[config.mk]
export PLATFORM = sky130hd
export DESIGN_NAME = biquad_notch_filter
export DESIGN_NICKNAME = d
export VERILOG_FILES = /design/src/rtl/core/bqn_pkg.sv /design/src/rtl/core/bqn_serial_mac.sv /design/src/rtl/core/biquad_notch_filter.sv
export SDC_FILE = /design/constraint.sdc
export NUM_CORES = 1
export LEC_CHECK = 0
export BUFFER_PORTS_ARGS = -buffer_cell sky130_fd_sc_hd__buf_2
export CAP_MARGIN = 10
export CORE_ASPECT_RATIO = 1.4
export CORE_MARGIN = 10
export CORE_UTILIZATION = 55
export CTS_CLUSTER_DIAMETER = 120
export DETAILED_ROUTE_END_ITERATION = 8
export HOLD_SLACK_MARGIN = 0.03
export PLACE_DENSITY = 0.72
export SETUP_SLACK_MARGIN = 0.15
export SYNTH_ARGS = -nofsm -noshare
export SYNTH_HDL_FRONTEND = slang
export SYNTH_SLANG_ARGS = --single-unit
export TNS_END_PERCENT = 100
[constraint.sdc]
create_clock -name clk -period 11.8 [get_ports clk]
set_input_delay 0 -clock clk [delete_from_list [all_inputs] [get_ports clk]]
set_output_delay 0 -clock clk [all_outputs]
set_load 0.005 [all_outputs]
[src/rtl/core/bqn_pkg.sv]
// ============================================================================
// bqn_pkg: shared types and constants for the biquad notch filter
// Coefficient format, config register indexes, sequencer states and the
// control word of the serial multiply-accumulate unit.
// ============================================================================
package bqn_pkg;

    // Coefficients are signed Q2.14
    localparam int COEF_WIDTH      = 16;
    localparam int COEF_FRAC       = 14;
    localparam int CFG_INDEX_WIDTH = 2;

    // Config register indexes
    localparam logic [CFG_INDEX_WIDTH-1:0] CFG_GAIN      = 2'd0;
    localparam logic [CFG_INDEX_WIDTH-1:0] CFG_FF_MID    = 2'd1;
    localparam logic [CFG_INDEX_WIDTH-1:0] CFG_FB_FIRST  = 2'd2;
    localparam logic [CFG_INDEX_WIDTH-1:0] CFG_FB_SECOND = 2'd3;

    typedef enum logic [2:0] {
        ST_IDLE,
        ST_FB,
        ST_FB_END,
        ST_FF,
        ST_FF_END
    } state_t;

    // Control word for the serial MAC
    typedef struct packed {
        logic load;   // preset accumulator with the rounding offset
        logic step;   // add one partial term and shift right one bit
    } mac_ctrl_t;

endpackage

[src/rtl/core/bqn_serial_mac.sv]
// ============================================================================
// bqn_serial_mac: bit-serial shift-right accumulator
// Adds one narrow partial term per cycle while step is set to the upper word and
// shifts the dropped bit into a low shift register; the result is the rounded sum.
// ============================================================================
module bqn_serial_mac #(
    parameter int HI_W = 18,
    parameter int LO_W = 24
) (
    input  logic                                       clk,
    input  bqn_pkg::mac_ctrl_t                         ctrl,
    input  logic signed [HI_W:0]                       term,
    output logic signed [HI_W+LO_W-bqn_pkg::COEF_FRAC-1:0] result
);
    import bqn_pkg::*;

    // half an LSB of the final result, for round half up
    localparam logic signed [HI_W-1:0] ROUND_INIT = HI_W'(1 << (COEF_FRAC - 1));

    logic signed [HI_W-1:0] hi_reg, hi_next;
    logic        [LO_W-1:0] lo_reg, lo_next;
    logic signed [HI_W:0]   sum;

    always_comb
    begin
        sum     = {hi_reg[HI_W-1], hi_reg} + term;
        hi_next = hi_reg;
        lo_next = lo_reg;
        if (ctrl.load)
        begin
            hi_next = ROUND_INIT;
        end
        else if (ctrl.step)
        begin
            hi_next = sum[HI_W:1];
            lo_next = {sum[0], lo_reg[LO_W-1:1]};
        end
    end

    always_ff @(posedge clk)
    begin
        hi_reg <= hi_next;
        lo_reg <= lo_next;
    end

    // full sum is {hi, lo}; drop the fraction bits (rounding already added)
    assign result = {hi_reg, lo_reg[LO_W-1:COEF_FRAC]};

endmodule

[src/rtl/core/biquad_notch_filter.sv]
// ============================================================================
// biquad_notch_filter: second-order IIR notch section, direct form II
// The bit-serial MAC walks every bit of the delay words once for feedback
//   (ST_FB), loads w (ST_FB_END), walks them once for feedforward (ST_FF) and
//   commits in ST_FF_END, waiting on a stalled output; in_stall until ST_IDLE.
// Reset (rst_n low, async): delay line cleared, gain 1.0, other coefs zero,
//   output empty, ready for a sample as soon as reset is released.
// ============================================================================
module biquad_notch_filter #(
    parameter int SAMPLE_WIDTH = 16,
    parameter int STATE_WIDTH  = 24
) (
    input  logic                                  clk,
    input  logic                                  rst_n,
    // sample input channel
    input  logic                                  in_valid,
    output logic                                  in_stall,
    input  logic signed [SAMPLE_WIDTH-1:0]        sample_in,
    // sample output channel
    output logic                                  out_valid,
    input  logic                                  out_stall,
    output logic signed [SAMPLE_WIDTH-1:0]        sample_out,
    // config write channel
    input  logic                                  cfg_valid,
    output logic                                  cfg_ready,
    input  logic [bqn_pkg::CFG_INDEX_WIDTH-1:0]   cfg_index,
    input  logic [bqn_pkg::COEF_WIDTH-1:0]        cfg_data
);
    import bqn_pkg::*;

    // Accumulator upper word: must hold three coef-by-bit terms or a sample
    localparam int MAX_W = (COEF_WIDTH > SAMPLE_WIDTH) ? COEF_WIDTH : SAMPLE_WIDTH;
    localparam int HI_W  = MAX_W + 2;
    localparam int RES_W = HI_W + STATE_WIDTH - COEF_FRAC;
    localparam int CNT_W = $clog2(STATE_WIDTH);

    localparam logic [CNT_W-1:0] CNT_LAST = CNT_W'(STATE_WIDTH - 1);
    // x enters at weight 2^14, i.e. on bit step COEF_FRAC
    localparam logic [CNT_W-1:0] CNT_XIN  = CNT_W'(COEF_FRAC);

    localparam logic signed [STATE_WIDTH-1:0]  W_MAX = {1'b0, {(STATE_WIDTH-1){1'b1}}};
    localparam logic signed [STATE_WIDTH-1:0]  W_MIN = {1'b1, {(STATE_WIDTH-1){1'b0}}};
    localparam logic signed [SAMPLE_WIDTH-1:0] Y_MAX = {1'b0, {(SAMPLE_WIDTH-1){1'b1}}};
    localparam logic signed [SAMPLE_WIDTH-1:0] Y_MIN = {1'b1, {(SAMPLE_WIDTH-1){1'b0}}};

    localparam logic signed [COEF_WIDTH-1:0] GAIN_RESET = COEF_WIDTH'(16384);

    // ------------------------------------------------------------------------
    // State
    // ------------------------------------------------------------------------
    state_t state_reg, state_next;

    logic [CNT_W-1:0] cnt_reg, cnt_next;

    logic signed [COEF_WIDTH-1:0] gain_reg, ff_mid_reg, fb_first_reg, fb_second_reg;

    logic signed [SAMPLE_WIDTH-1:0] x_reg, x_next;
    logic signed [STATE_WIDTH-1:0]  w_reg, w_next;      // new w, rotated during FF
    logic signed [STATE_WIDTH-1:0]  w1_reg, w1_next;    // delay_one, rotates each pass
    logic signed [STATE_WIDTH-1:0]  w2_reg, w2_next;    // delay_two, rotates each pass

    logic                           out_valid_reg, out_valid_next;
    logic signed [SAMPLE_WIDTH-1:0] sample_out_reg, sample_out_next;

    // ------------------------------------------------------------------------
    // Control
    // ------------------------------------------------------------------------
    logic      accept;
    logic      out_free;
    logic      last_bit;
    logic      rot_fb;
    logic      rot_ff;
    logic      load_w;
    logic      commit;
    mac_ctrl_t mac_ctrl;

    assign accept   = in_valid && !in_stall;
    assign out_free = !out_valid_reg || !out_stall;
    assign last_bit = (cnt_reg == CNT_LAST);

    // next state
    always_comb
    begin
        state_next = state_reg;
        unique case (state_reg)
            ST_IDLE:   if (in_valid) state_next = ST_FB;
            ST_FB:     if (last_bit) state_next = ST_FB_END;
            ST_FB_END: state_next = ST_FF;
            ST_FF:     if (last_bit) state_next = ST_FF_END;
            ST_FF_END: if (out_free) state_next = ST_IDLE;
            default:   state_next = ST_IDLE;
        endcase
    end

    // outputs of the sequencer
    always_comb
    begin
        in_stall      = 1'b1;
        rot_fb        = 1'b0;
        rot_ff        = 1'b0;
        load_w        = 1'b0;
        commit        = 1'b0;
        mac_ctrl.load = 1'b0;
        mac_ctrl.step = 1'b0;
        unique case (state_reg)
            ST_IDLE:
            begin
                in_stall      = 1'b0;
                mac_ctrl.load = in_valid;
            end
            ST_FB:
            begin
                rot_fb        = 1'b1;
                mac_ctrl.step = 1'b1;
            end
            ST_FB_END:
            begin
                load_w        = 1'b1;
                mac_ctrl.load = 1'b1;
            end
            ST_FF:
            begin
                rot_ff        = 1'b1;
                mac_ctrl.step = 1'b1;
            end
            ST_FF_END:
            begin
                commit = out_free;
            end
            default:
            begin
                in_stall = 1'b1;
            end
        endcase
    end

    // ------------------------------------------------------------------------
    // Partial term: coefficient times the current bit of each delay word.
    // The MSB of a two's complement word weighs -2^(N-1), so the sign of the
    // coefficient part flips on the last bit step.
    // ------------------------------------------------------------------------
    logic signed [HI_W:0] gain_ext, ff_mid_ext, fb_first_ext, fb_second_ext, x_ext;
    logic signed [HI_W:0] coef_sum;
    logic signed [HI_W:0] term;

    assign gain_ext      = {{(HI_W+1-COEF_WIDTH){gain_reg[COEF_WIDTH-1]}}, gain_reg};
    assign ff_mid_ext    = {{(HI_W+1-COEF_WIDTH){ff_mid_reg[COEF_WIDTH-1]}}, ff_mid_reg};
    assign fb_first_ext  = {{(HI_W+1-COEF_WIDTH){fb_first_reg[COEF_WIDTH-1]}}, fb_first_reg};
    assign fb_second_ext = {{(HI_W+1-COEF_WIDTH){fb_second_reg[COEF_WIDTH-1]}},
                            fb_second_reg};
    assign x_ext         = {{(HI_W+1-SAMPLE_WIDTH){x_reg[SAMPLE_WIDTH-1]}}, x_reg};

    always_comb
    begin
        coef_sum = '0;
        term     = '0;
        if (rot_fb)
        begin
            // w = x*2^14 - b1*w1 - b2*w2
            coef_sum = (w1_reg[0] ? fb_first_ext  : '0)
                     + (w2_reg[0] ? fb_second_ext : '0);
            term     = (last_bit ? coef_sum : -coef_sum)
                     + ((cnt_reg == CNT_XIN) ? x_ext : '0);
        end
        else if (rot_ff)
        begin
            // y = k*w + m*w1 + k*w2
            coef_sum = (w_reg[0]  ? gain_ext   : '0)
                     + (w1_reg[0] ? ff_mid_ext : '0)
                     + (w2_reg[0] ? gain_ext   : '0);
            term     = last_bit ? -coef_sum : coef_sum;
        end
    end

    logic signed [RES_W-1:0] mac_result;

    bqn_serial_mac #(
        .HI_W (HI_W),
        .LO_W (STATE_WIDTH)
    ) u_mac (
        .clk    (clk),
        .ctrl   (mac_ctrl),
        .term   (term),
        .result (mac_result)
    );

    // ------------------------------------------------------------------------
    // Saturation of the rounded sum: overflow when the bits from the top down to
    // the target sign position disagree.
    // ------------------------------------------------------------------------
    logic                           w_ovf, y_ovf;
    logic signed [STATE_WIDTH-1:0]  w_sat;
    logic signed [SAMPLE_WIDTH-1:0] y_sat;

    always_comb
    begin
        w_ovf = !((&mac_result[RES_W-1:STATE_WIDTH-1]) ||
                  !(|mac_result[RES_W-1:STATE_WIDTH-1]));
        y_ovf = !((&mac_result[RES_W-1:SAMPLE_WIDTH-1]) ||
                  !(|mac_result[RES_W-1:SAMPLE_WIDTH-1]));
        if (w_ovf)
            w_sat = mac_result[RES_W-1] ? W_MIN : W_MAX;
        else
            w_sat = mac_result[STATE_WIDTH-1:0];
        if (y_ovf)
            y_sat = mac_result[RES_W-1] ? Y_MIN : Y_MAX;
        else
            y_sat = mac_result[SAMPLE_WIDTH-1:0];
    end

    // ------------------------------------------------------------------------
    // Datapath next values
    // ------------------------------------------------------------------------
    always_comb
    begin
        cnt_next        = cnt_reg;
        x_next          = x_reg;
        w_next          = w_reg;
        w1_next         = w1_reg;
        w2_next         = w2_reg;
        sample_out_next = sample_out_reg;
        out_valid_next  = out_valid_reg && out_stall;

        if (mac_ctrl.load)
            cnt_next = '0;
        else if (mac_ctrl.step)
            cnt_next = cnt_reg + CNT_W'(1);

        if (accept)
            x_next = sample_in;

        // rotate right: after a full pass each word is back in place
        if (rot_fb || rot_ff)
        begin
            w1_next = {w1_reg[0], w1_reg[STATE_WIDTH-1:1]};
            w2_next = {w2_reg[0], w2_reg[STATE_WIDTH-1:1]};
        end
        if (rot_ff)
            w_next = {w_reg[0], w_reg[STATE_WIDTH-1:1]};
        if (load_w)
            w_next = w_sat;

        if (commit)
        begin
            w2_next         = w1_reg;
            w1_next         = w_reg;
            sample_out_next = y_sat;
            out_valid_next  = 1'b1;
        end
    end

    // ------------------------------------------------------------------------
    // Registers
    // ------------------------------------------------------------------------
    always_ff @(posedge clk or negedge rst_n)
    begin
        if (!rst_n)
        begin
            state_reg     <= ST_IDLE;
            cnt_reg       <= '0;
            out_valid_reg <= 1'b0;
            w1_reg        <= '0;
            w2_reg        <= '0;
            gain_reg      <= GAIN_RESET;
            ff_mid_reg    <= '0;
            fb_first_reg  <= '0;
            fb_second_reg <= '0;
        end
        else
        begin
            state_reg     <= state_next;
            cnt_reg       <= cnt_next;
            out_valid_reg <= out_valid_next;
            w1_reg        <= w1_next;
            w2_reg        <= w2_next;
            if (cfg_valid && cfg_ready)
            begin
                unique case (cfg_index)
                    CFG_GAIN:      gain_reg      <= cfg_data;
                    CFG_FF_MID:    ff_mid_reg    <= cfg_data;
                    CFG_FB_FIRST:  fb_first_reg  <= cfg_data;
                    CFG_FB_SECOND: fb_second_reg <= cfg_data;
                    default:       ;
                endcase
            end
        end
    end

    // payload registers, no reset
    always_ff @(posedge clk)
    begin
        x_reg          <= x_next;
        w_reg          <= w_next;
        sample_out_reg <= sample_out_next;
    end

    assign out_valid  = out_valid_reg;
    assign sample_out = sample_out_reg;
    assign cfg_ready  = 1'b1;   // registers take a write every cycle

endmodule

# Word level (Yosys, flattened, before mapping)
# Index checks and enable logic that the tools add are counted.
[totals]
regBits = 219
input_bits = 39
output_inout_bits = 19
[op_classes]
add_sub_neg = 8
n_eq_ne = 13
muxes = 35
n_bitwise = 1
reduce_logical = 26
[op_table]
columns = ["operator", "count"]
rows = [
  ["two-way mux 24 bit", 8],
  ["two-way mux 19 bit", 10],
  ["adder 19 bit", 5],
  ["negation 19 bit", 2],
  ["two-way mux 16 bit", 2],
  ["case mux 3 bit (5 select lines)", 1],
  ["AND reduction 13 bit", 1],
  ["OR reduction 13 bit", 1],
  ["two-way mux 3 bit", 4],
  ["two-way mux 5 bit", 2],
  ["AND reduction 2 bit", 5],
  ["inequality test 2 bit, second input constant", 4],
  ["two-way mux 1 bit", 7],
  ["equality test 3 x 2 -> 1 bit, second input constant", 2],
  ["nonzero test 2 bit", 3],
  ["adder 5 x 1 -> 5 bit, second input constant", 1],
  ["equality test 5 x 4 -> 1 bit, second input constant", 1],
  ["equality test 5 bit, second input constant", 1],
  ["AND reduction 5 bit", 1],
  ["OR reduction 5 bit", 1],
  ["equality test 2 bit, second input constant", 2],
  ["zero test 1 bit", 4],
  ["logical OR 1 bit", 4],
  ["AND reduction 4 bit", 1],
  ["other kinds (9)", 10],
]

# Logic depth before layout (Yosys ltp)
[depth]
depth_word = 8
mapped_depth = 31

# Cells and area by module
# A second synthesis with hierarchy kept.
[unflattened]
cells_unflattened = 1398
hier_area_um2 = 13317.8
[modules_own_cells]
columns = ["mod", "n_inst", "cells_per_inst", "area_each_um2", "seq_area_each_um2"]
rows = [
  ["biquad_notch_filter", 1, 1202, 11517.3, 4710.8],
  ["bqn_serial_mac", 1, 196, 1800.5, 660.6],
]

# Worst setup path before layout
# No wires, ideal clock.
[synth_path]
path_kind = "register to register"
from = "register w1_reg[0]"
to = "register u_mac.hi_reg[17]"
setup_time_ns = 0.060
arrival_time_ns = 6.384
required_time_ns = 11.740
setup_slack_ns = 5.356
stages_incl_launch_ff = 32
period_less_slack_ns = 6.444
path_cell_list = "dfrtp_1 > clkbuf_1 > clkbuf_1 > and2_1 > ha_1 > fa_1 > a211o_1 > a21o_1 > a211o_1 > a2111oi_4 > nand2_1 > nor2_1 > a21oi_1 > xnor2_1 > ha_1 > and3_1 > a21oi_1 > o21ai_0 > o21a_1 > nor2_1 > xnor2_1 > nor2_1 > a211oi_1 > ha_1 > a21o_1 > a21oi_1 > a21boi_0 > o41ai_1 > o21a_1 > a21oi_1 > or4_1 > nand2_1"
[synth_via]
elab_chain_cells = 8
[synth_lines]
columns = ["element", "line", "rtl"]
rows = [
  ["from (decl)", "biquad_notch_filter.sv:59", "logic signed [STATE_WIDTH-1:0] w1_reg, w1_next;"],
  ["from (signal assigned)", "biquad_notch_filter.sv:274", "w1_reg <= w1_next;"],
  ["two-way mux 19 bit", "biquad_notch_filter.sv:169", "+ (w1_reg[0] ? ff_mid_ext : '0)"],
  ["adder 19 bit", "biquad_notch_filter.sv:169", ""],
  ["adder 19 bit", "biquad_notch_filter.sv:170", "+ (w2_reg[0] ? gain_ext : '0);"],
  ["negation 19 bit", "biquad_notch_filter.sv:171", "term = last_bit ? -coef_sum : coef_sum;"],
  ["two-way mux 19 bit", "biquad_notch_filter.sv:171", ""],
  ["two-way mux 19 bit", "biquad_notch_filter.sv:165", "else if (rot_ff)"],
  ["two-way mux 19 bit (*)", "biquad_notch_filter.sv:157", "if (rot_fb)"],
  ["adder 19 bit (*)", "bqn_serial_mac.sv:26", "sum = {hi_reg[HI_W-1], hi_reg} + term;"],
  ["to (signal assigned)", "bqn_serial_mac.sv:42", "hi_reg <= hi_next;"],
  ["to (decl)", "bqn_serial_mac.sv:20", "logic signed [HI_W-1:0] hi_reg, hi_next;"],
]
# Mark *: on every way between the ends. The rest lies on a longest branch, timed or not.
# A chain may end at the register's enable or synchronous reset.

# Worst setup path after layout
[layout_path]
from = "register w2_reg[0]"
to = "register u_mac.hi_reg[17]"
[layout_via]
elab_chain_cells = 7
[layout_lines]
columns = ["element", "line", "rtl"]
rows = [
  ["from (decl)", "biquad_notch_filter.sv:60", "logic signed [STATE_WIDTH-1:0] w2_reg, w2_next;"],
  ["from (signal assigned)", "biquad_notch_filter.sv:275", "w2_reg <= w2_next;"],
  ["two-way mux 19 bit, on equally long branches", "biquad_notch_filter.sv:161, biquad_notch_filter.sv:170", ""],
  ["adder 19 bit, on equally long branches", "biquad_notch_filter.sv:161, biquad_notch_filter.sv:170", ""],
  ["negation 19 bit, on equally long branches", "biquad_notch_filter.sv:162, biquad_notch_filter.sv:171", ""],
  ["two-way mux 19 bit, on equally long branches", "biquad_notch_filter.sv:162, biquad_notch_filter.sv:171", ""],
  ["adder 19 bit / two-way mux 19 bit (equally long branches)", "biquad_notch_filter.sv:163, biquad_notch_filter.sv:165", ""],
  ["two-way mux 19 bit (*)", "biquad_notch_filter.sv:157", ""],
  ["adder 19 bit (*)", "bqn_serial_mac.sv:26", ""],
]
# Marks and branches as above.

==> flow_summary.json <==
{
  "ys.flop_type": "dfrtp_1",
  "worstSetupPathType": "flip-flop to flip-flop",
  "start_util": 0.5578,
  "finalHoldViolCount": 0,
  "busiest_layer": "met2",
  "clock.fmax_mhz": 140.0,
  "critPathCaptureType": "flip-flop",
  "max_stage_delay_ns": 0.47,
  "min_period_over_period": 0.6052,
  "cp-start-kind": "flip-flop",
  "grt-ovfl-total": 0,
  "cp_common_cell": "a21oi_1",
  "place_inst": 1737,
  "path_clk_slew_ns": 0.06,
  "core_um2": 23890,
  "cp.required_ns": 12.25,
  "ys_types": 73,
  "area_growth_pct": 11.98,
  "ys_async_sr_fraction": 0.5902,
  "hold_class": "input port to asynchronous set/reset pin",
  "ios": 58,
  "yosysTopAreaCell": "dfrtp_1",
  "numCtsBuffers": 22,
  "drc": 0,
  "synth_seq_cells": 205,
  "synth_edf_count": 66,
  "avgSynthCellArea_um2": 9.391,
  "diodes": 0,
  "clockBufferDepth": 3,
  "drive_gt1_frac": 0.1212,
  "slew_viol_final": 0,
  "drtIter0Drc": 541,
  "met3_usage": 0.02748,
  "rsz0062_at_grt": "no",
  "ctsHtreeMaxLevel": 1,
  "worst-path-buf-inv": 1,
  "ir_drop_v": 0.0001460,
  "gp_congestion": 0.8873,
  "cts_tree": "done",
  "dp_hpwl_um": 23790,
  "fin_nets": 1617,
  "ys_warn_count": 0,
  "grt_antenna_before_repair": 0,
  "fin_setup_tns_ns": 0,
  "cpMaxStageDelayCell": "or4_1",
  "status": "finished clean",
  "grt_pass1_wl_um": 52440,
  "worst_pin_slew_ns": 1.083,
  "power_density_nw_per_um2": 250.2,
  "synthCells": 1419,
  "dr.pass1.iters": 5,
  "synthTopCellsByCount": "nand2_1 (170), nor2_1 (131), o21ai_0 (121)",
  "reg2reg_depth": 30,
  "worstPathArrival_ns": 7.59,
  "post_cts_buffers": 0,
  "grtUsageMet1": 0.2331,
  "finalCriticalPeriod_ns": 7.142,
  "p_leak_nw": 6.441,
  "rows": 67,
  "design.die.area_um2": 30940,
  "skew_ns": 0.006051,
  "yosysSeqAreaShare": 0.4031,
  "fin_cells": 1812,
  "synth_nets": 1550,
  "track_usage": 0.2078,
  "maxCapViolations": 0,
  "gr-usage-met2": 0.3731,
  "yosysMostFrequentCell": "nand2_1",
  "num_vias": 10410,
  "crit_path_max_fanout": 34,
  "r2r_end": "u_mac.hi_reg[17]$_SDFFE_PP0P_",
  "ff2ff_setup_slack_ns": 4.66,
  "cts_root_buf": "clkbuf_16",
  "cts_num_sinks": 205,
  "rr_startpoint": "w2_reg[0]$_DFFE_PN0P_",
  "final-setup-viol-count": 0,
  "detail-route-antenna-nets": 0,
  "holdWs_ns": 0.1184,
  "post_drt_wl_per_cell_um": 17.62,
  "grt_pass1_vias": 10516,
  "grt_max_degree": 107,
  "syn_area_um2": 13330,
  "viasPerCell": 5.745,
  "io_buffers": 56,
  "die_h_um": 204.2,
  "crit_family": "compound AO/OA/AOI/OAI gates",
  "insertion_delay_ns": 0.51,
  "synth_top_area_share": 0.2253,
  "wirelength_um": 31930,
  "synthTopCellsByArea": "dfrtp_1 (23%), edfxtp_1 (15%), ha_1 (6.8%)",
  "slew_headroom": 0.2756,
  "die_width_um": 151.6
}
layout make-up:
cell class                 instances  area, um^2
clock buffer                      32       650.6
clock inverter                     8       42.54
fill                            2038        8969
inverter                          60       225.2
multi-input combinational       1093        7520
sequential                       205        5371
tap                              310       387.9
timing repair buffer             104       725.7
metal layers:
metal  vias to the layer above  wire, um
li1                       5164         -
met1                      4934     12490
met2                       229     16560
met3                        83      1241
met4                         0      1647
met5                         -         0
timing repair:
| item | in CTS | in global routing |
|---|---|---|
| hold buffers | 34 | 0 |
| resized for setup | 0 | 0 |
| hold endpoints to repair | 145 | 0 |
power by group:
group,internal [mW],switching [mW],total [mW]
combinational,0.843,1.10,1.94
clock,0.384,0.280,0.663
sequential,0.969,0.157,1.13
total,2.19,1.54,3.73
layout by cell type (no fill, tap or decap), types with 7 or more instances in the layout:
cell             n
dlygate4sd3_1   34
inv_1           60
nand4_1          7
a21o_1          17
and2_1          58
nor2_1         130
o21ai_0        121
xor2_1          41
dfxtp_1         18
nand2_1        170
nand3_1         26
a211oi_1        23
nor3_1          26
edfxtp_1        66
buf_4           14
a21oi_1         63
mux2i_1         42
o31ai_1         10
clkbuf_16       24
o21a_1          20
fa_1            20
nand2b_1        10
xnor2_1         40
buf_2           56
or3_1           10
mux2_2          65
dfrtp_1        120
a22oi_1          9
and3_1          10
ha_1            72
worst register-to-register path: cells and delay by family, from the launching register on:
family                   cells  cell delay [ns]
AO/OA/AOI/OAI               15             3.31
XOR/XNOR                     2             0.28
adder cells (fa/ha/maj)      4             1.40
buffers and inverters        1             0.23
flip-flops                   1             0.36
AND/OR/NAND/NOR              8             1.48
cell families (layout without fill, tap and decap cells):
kind of cell | count (synthesis) | count (layout) | share of synthesized area
muxes | 107 | 107 | 0.08647
xor gates and xnor gates | 81 | 81 | 0.05323
adders and majority gates | 92 | 92 | 0.09764
buffers and inverters | 121 | 204 | 0.03465
DFF | 205 | 205 | 0.4031
other | 1 | 1 | 0.0002814
and+or+nand+nor | 487 | 487 | 0.1707
AOI/OAI and AO/OA | 325 | 325 | 0.1540
worst max-delay path by stage:
stage	start	end	slack [ns]	depth (start not counted)
5_1_grt	w2_reg[0]$_DFFE_PN0P_	u_mac.hi_reg[17]$_SDFFE_PP0P_	4.32	30
2_1_floorplan	w1_reg[0]$_DFFE_PN0P_	u_mac.hi_reg[17]$_SDFFE_PP0P_	5.36	31
6_report	w2_reg[0]$_DFFE_PN0P_	u_mac.hi_reg[17]$_SDFFE_PP0P_	4.66	30
3_5_place_dp	w2_reg[0]$_DFFE_PN0P_	u_mac.hi_reg[17]$_SDFFE_PP0P_	4.78	30
3_3_place_gp	w2_reg[0]$_DFFE_PN0P_	u_mac.hi_reg[17]$_SDFFE_PP0P_	4.87	28
4_1_cts	w2_reg[0]$_DFFE_PN0P_	u_mac.hi_reg[17]$_SDFFE_PP0P_	4.72	30
per-stage QoR:
stage / worst slack (ns) / cell area, um^2 / power, mW / utilization
floorplan: 5.356 / 13330 / 2.627 / -
global placement: 4.874 / 13880 / 3.008 / 0.5811
detailed placement: 4.785 / 13880 / 3.056 / 0.5811
CTS: 4.716 / 14920 / 3.740 / 0.6244
global route: 4.320 / 14920 / 4.054 / 0.6246
finish: 4.658 / 14920 / 3.733 / 0.6246
No activity file was read; power rests on OpenSTA's default activity.
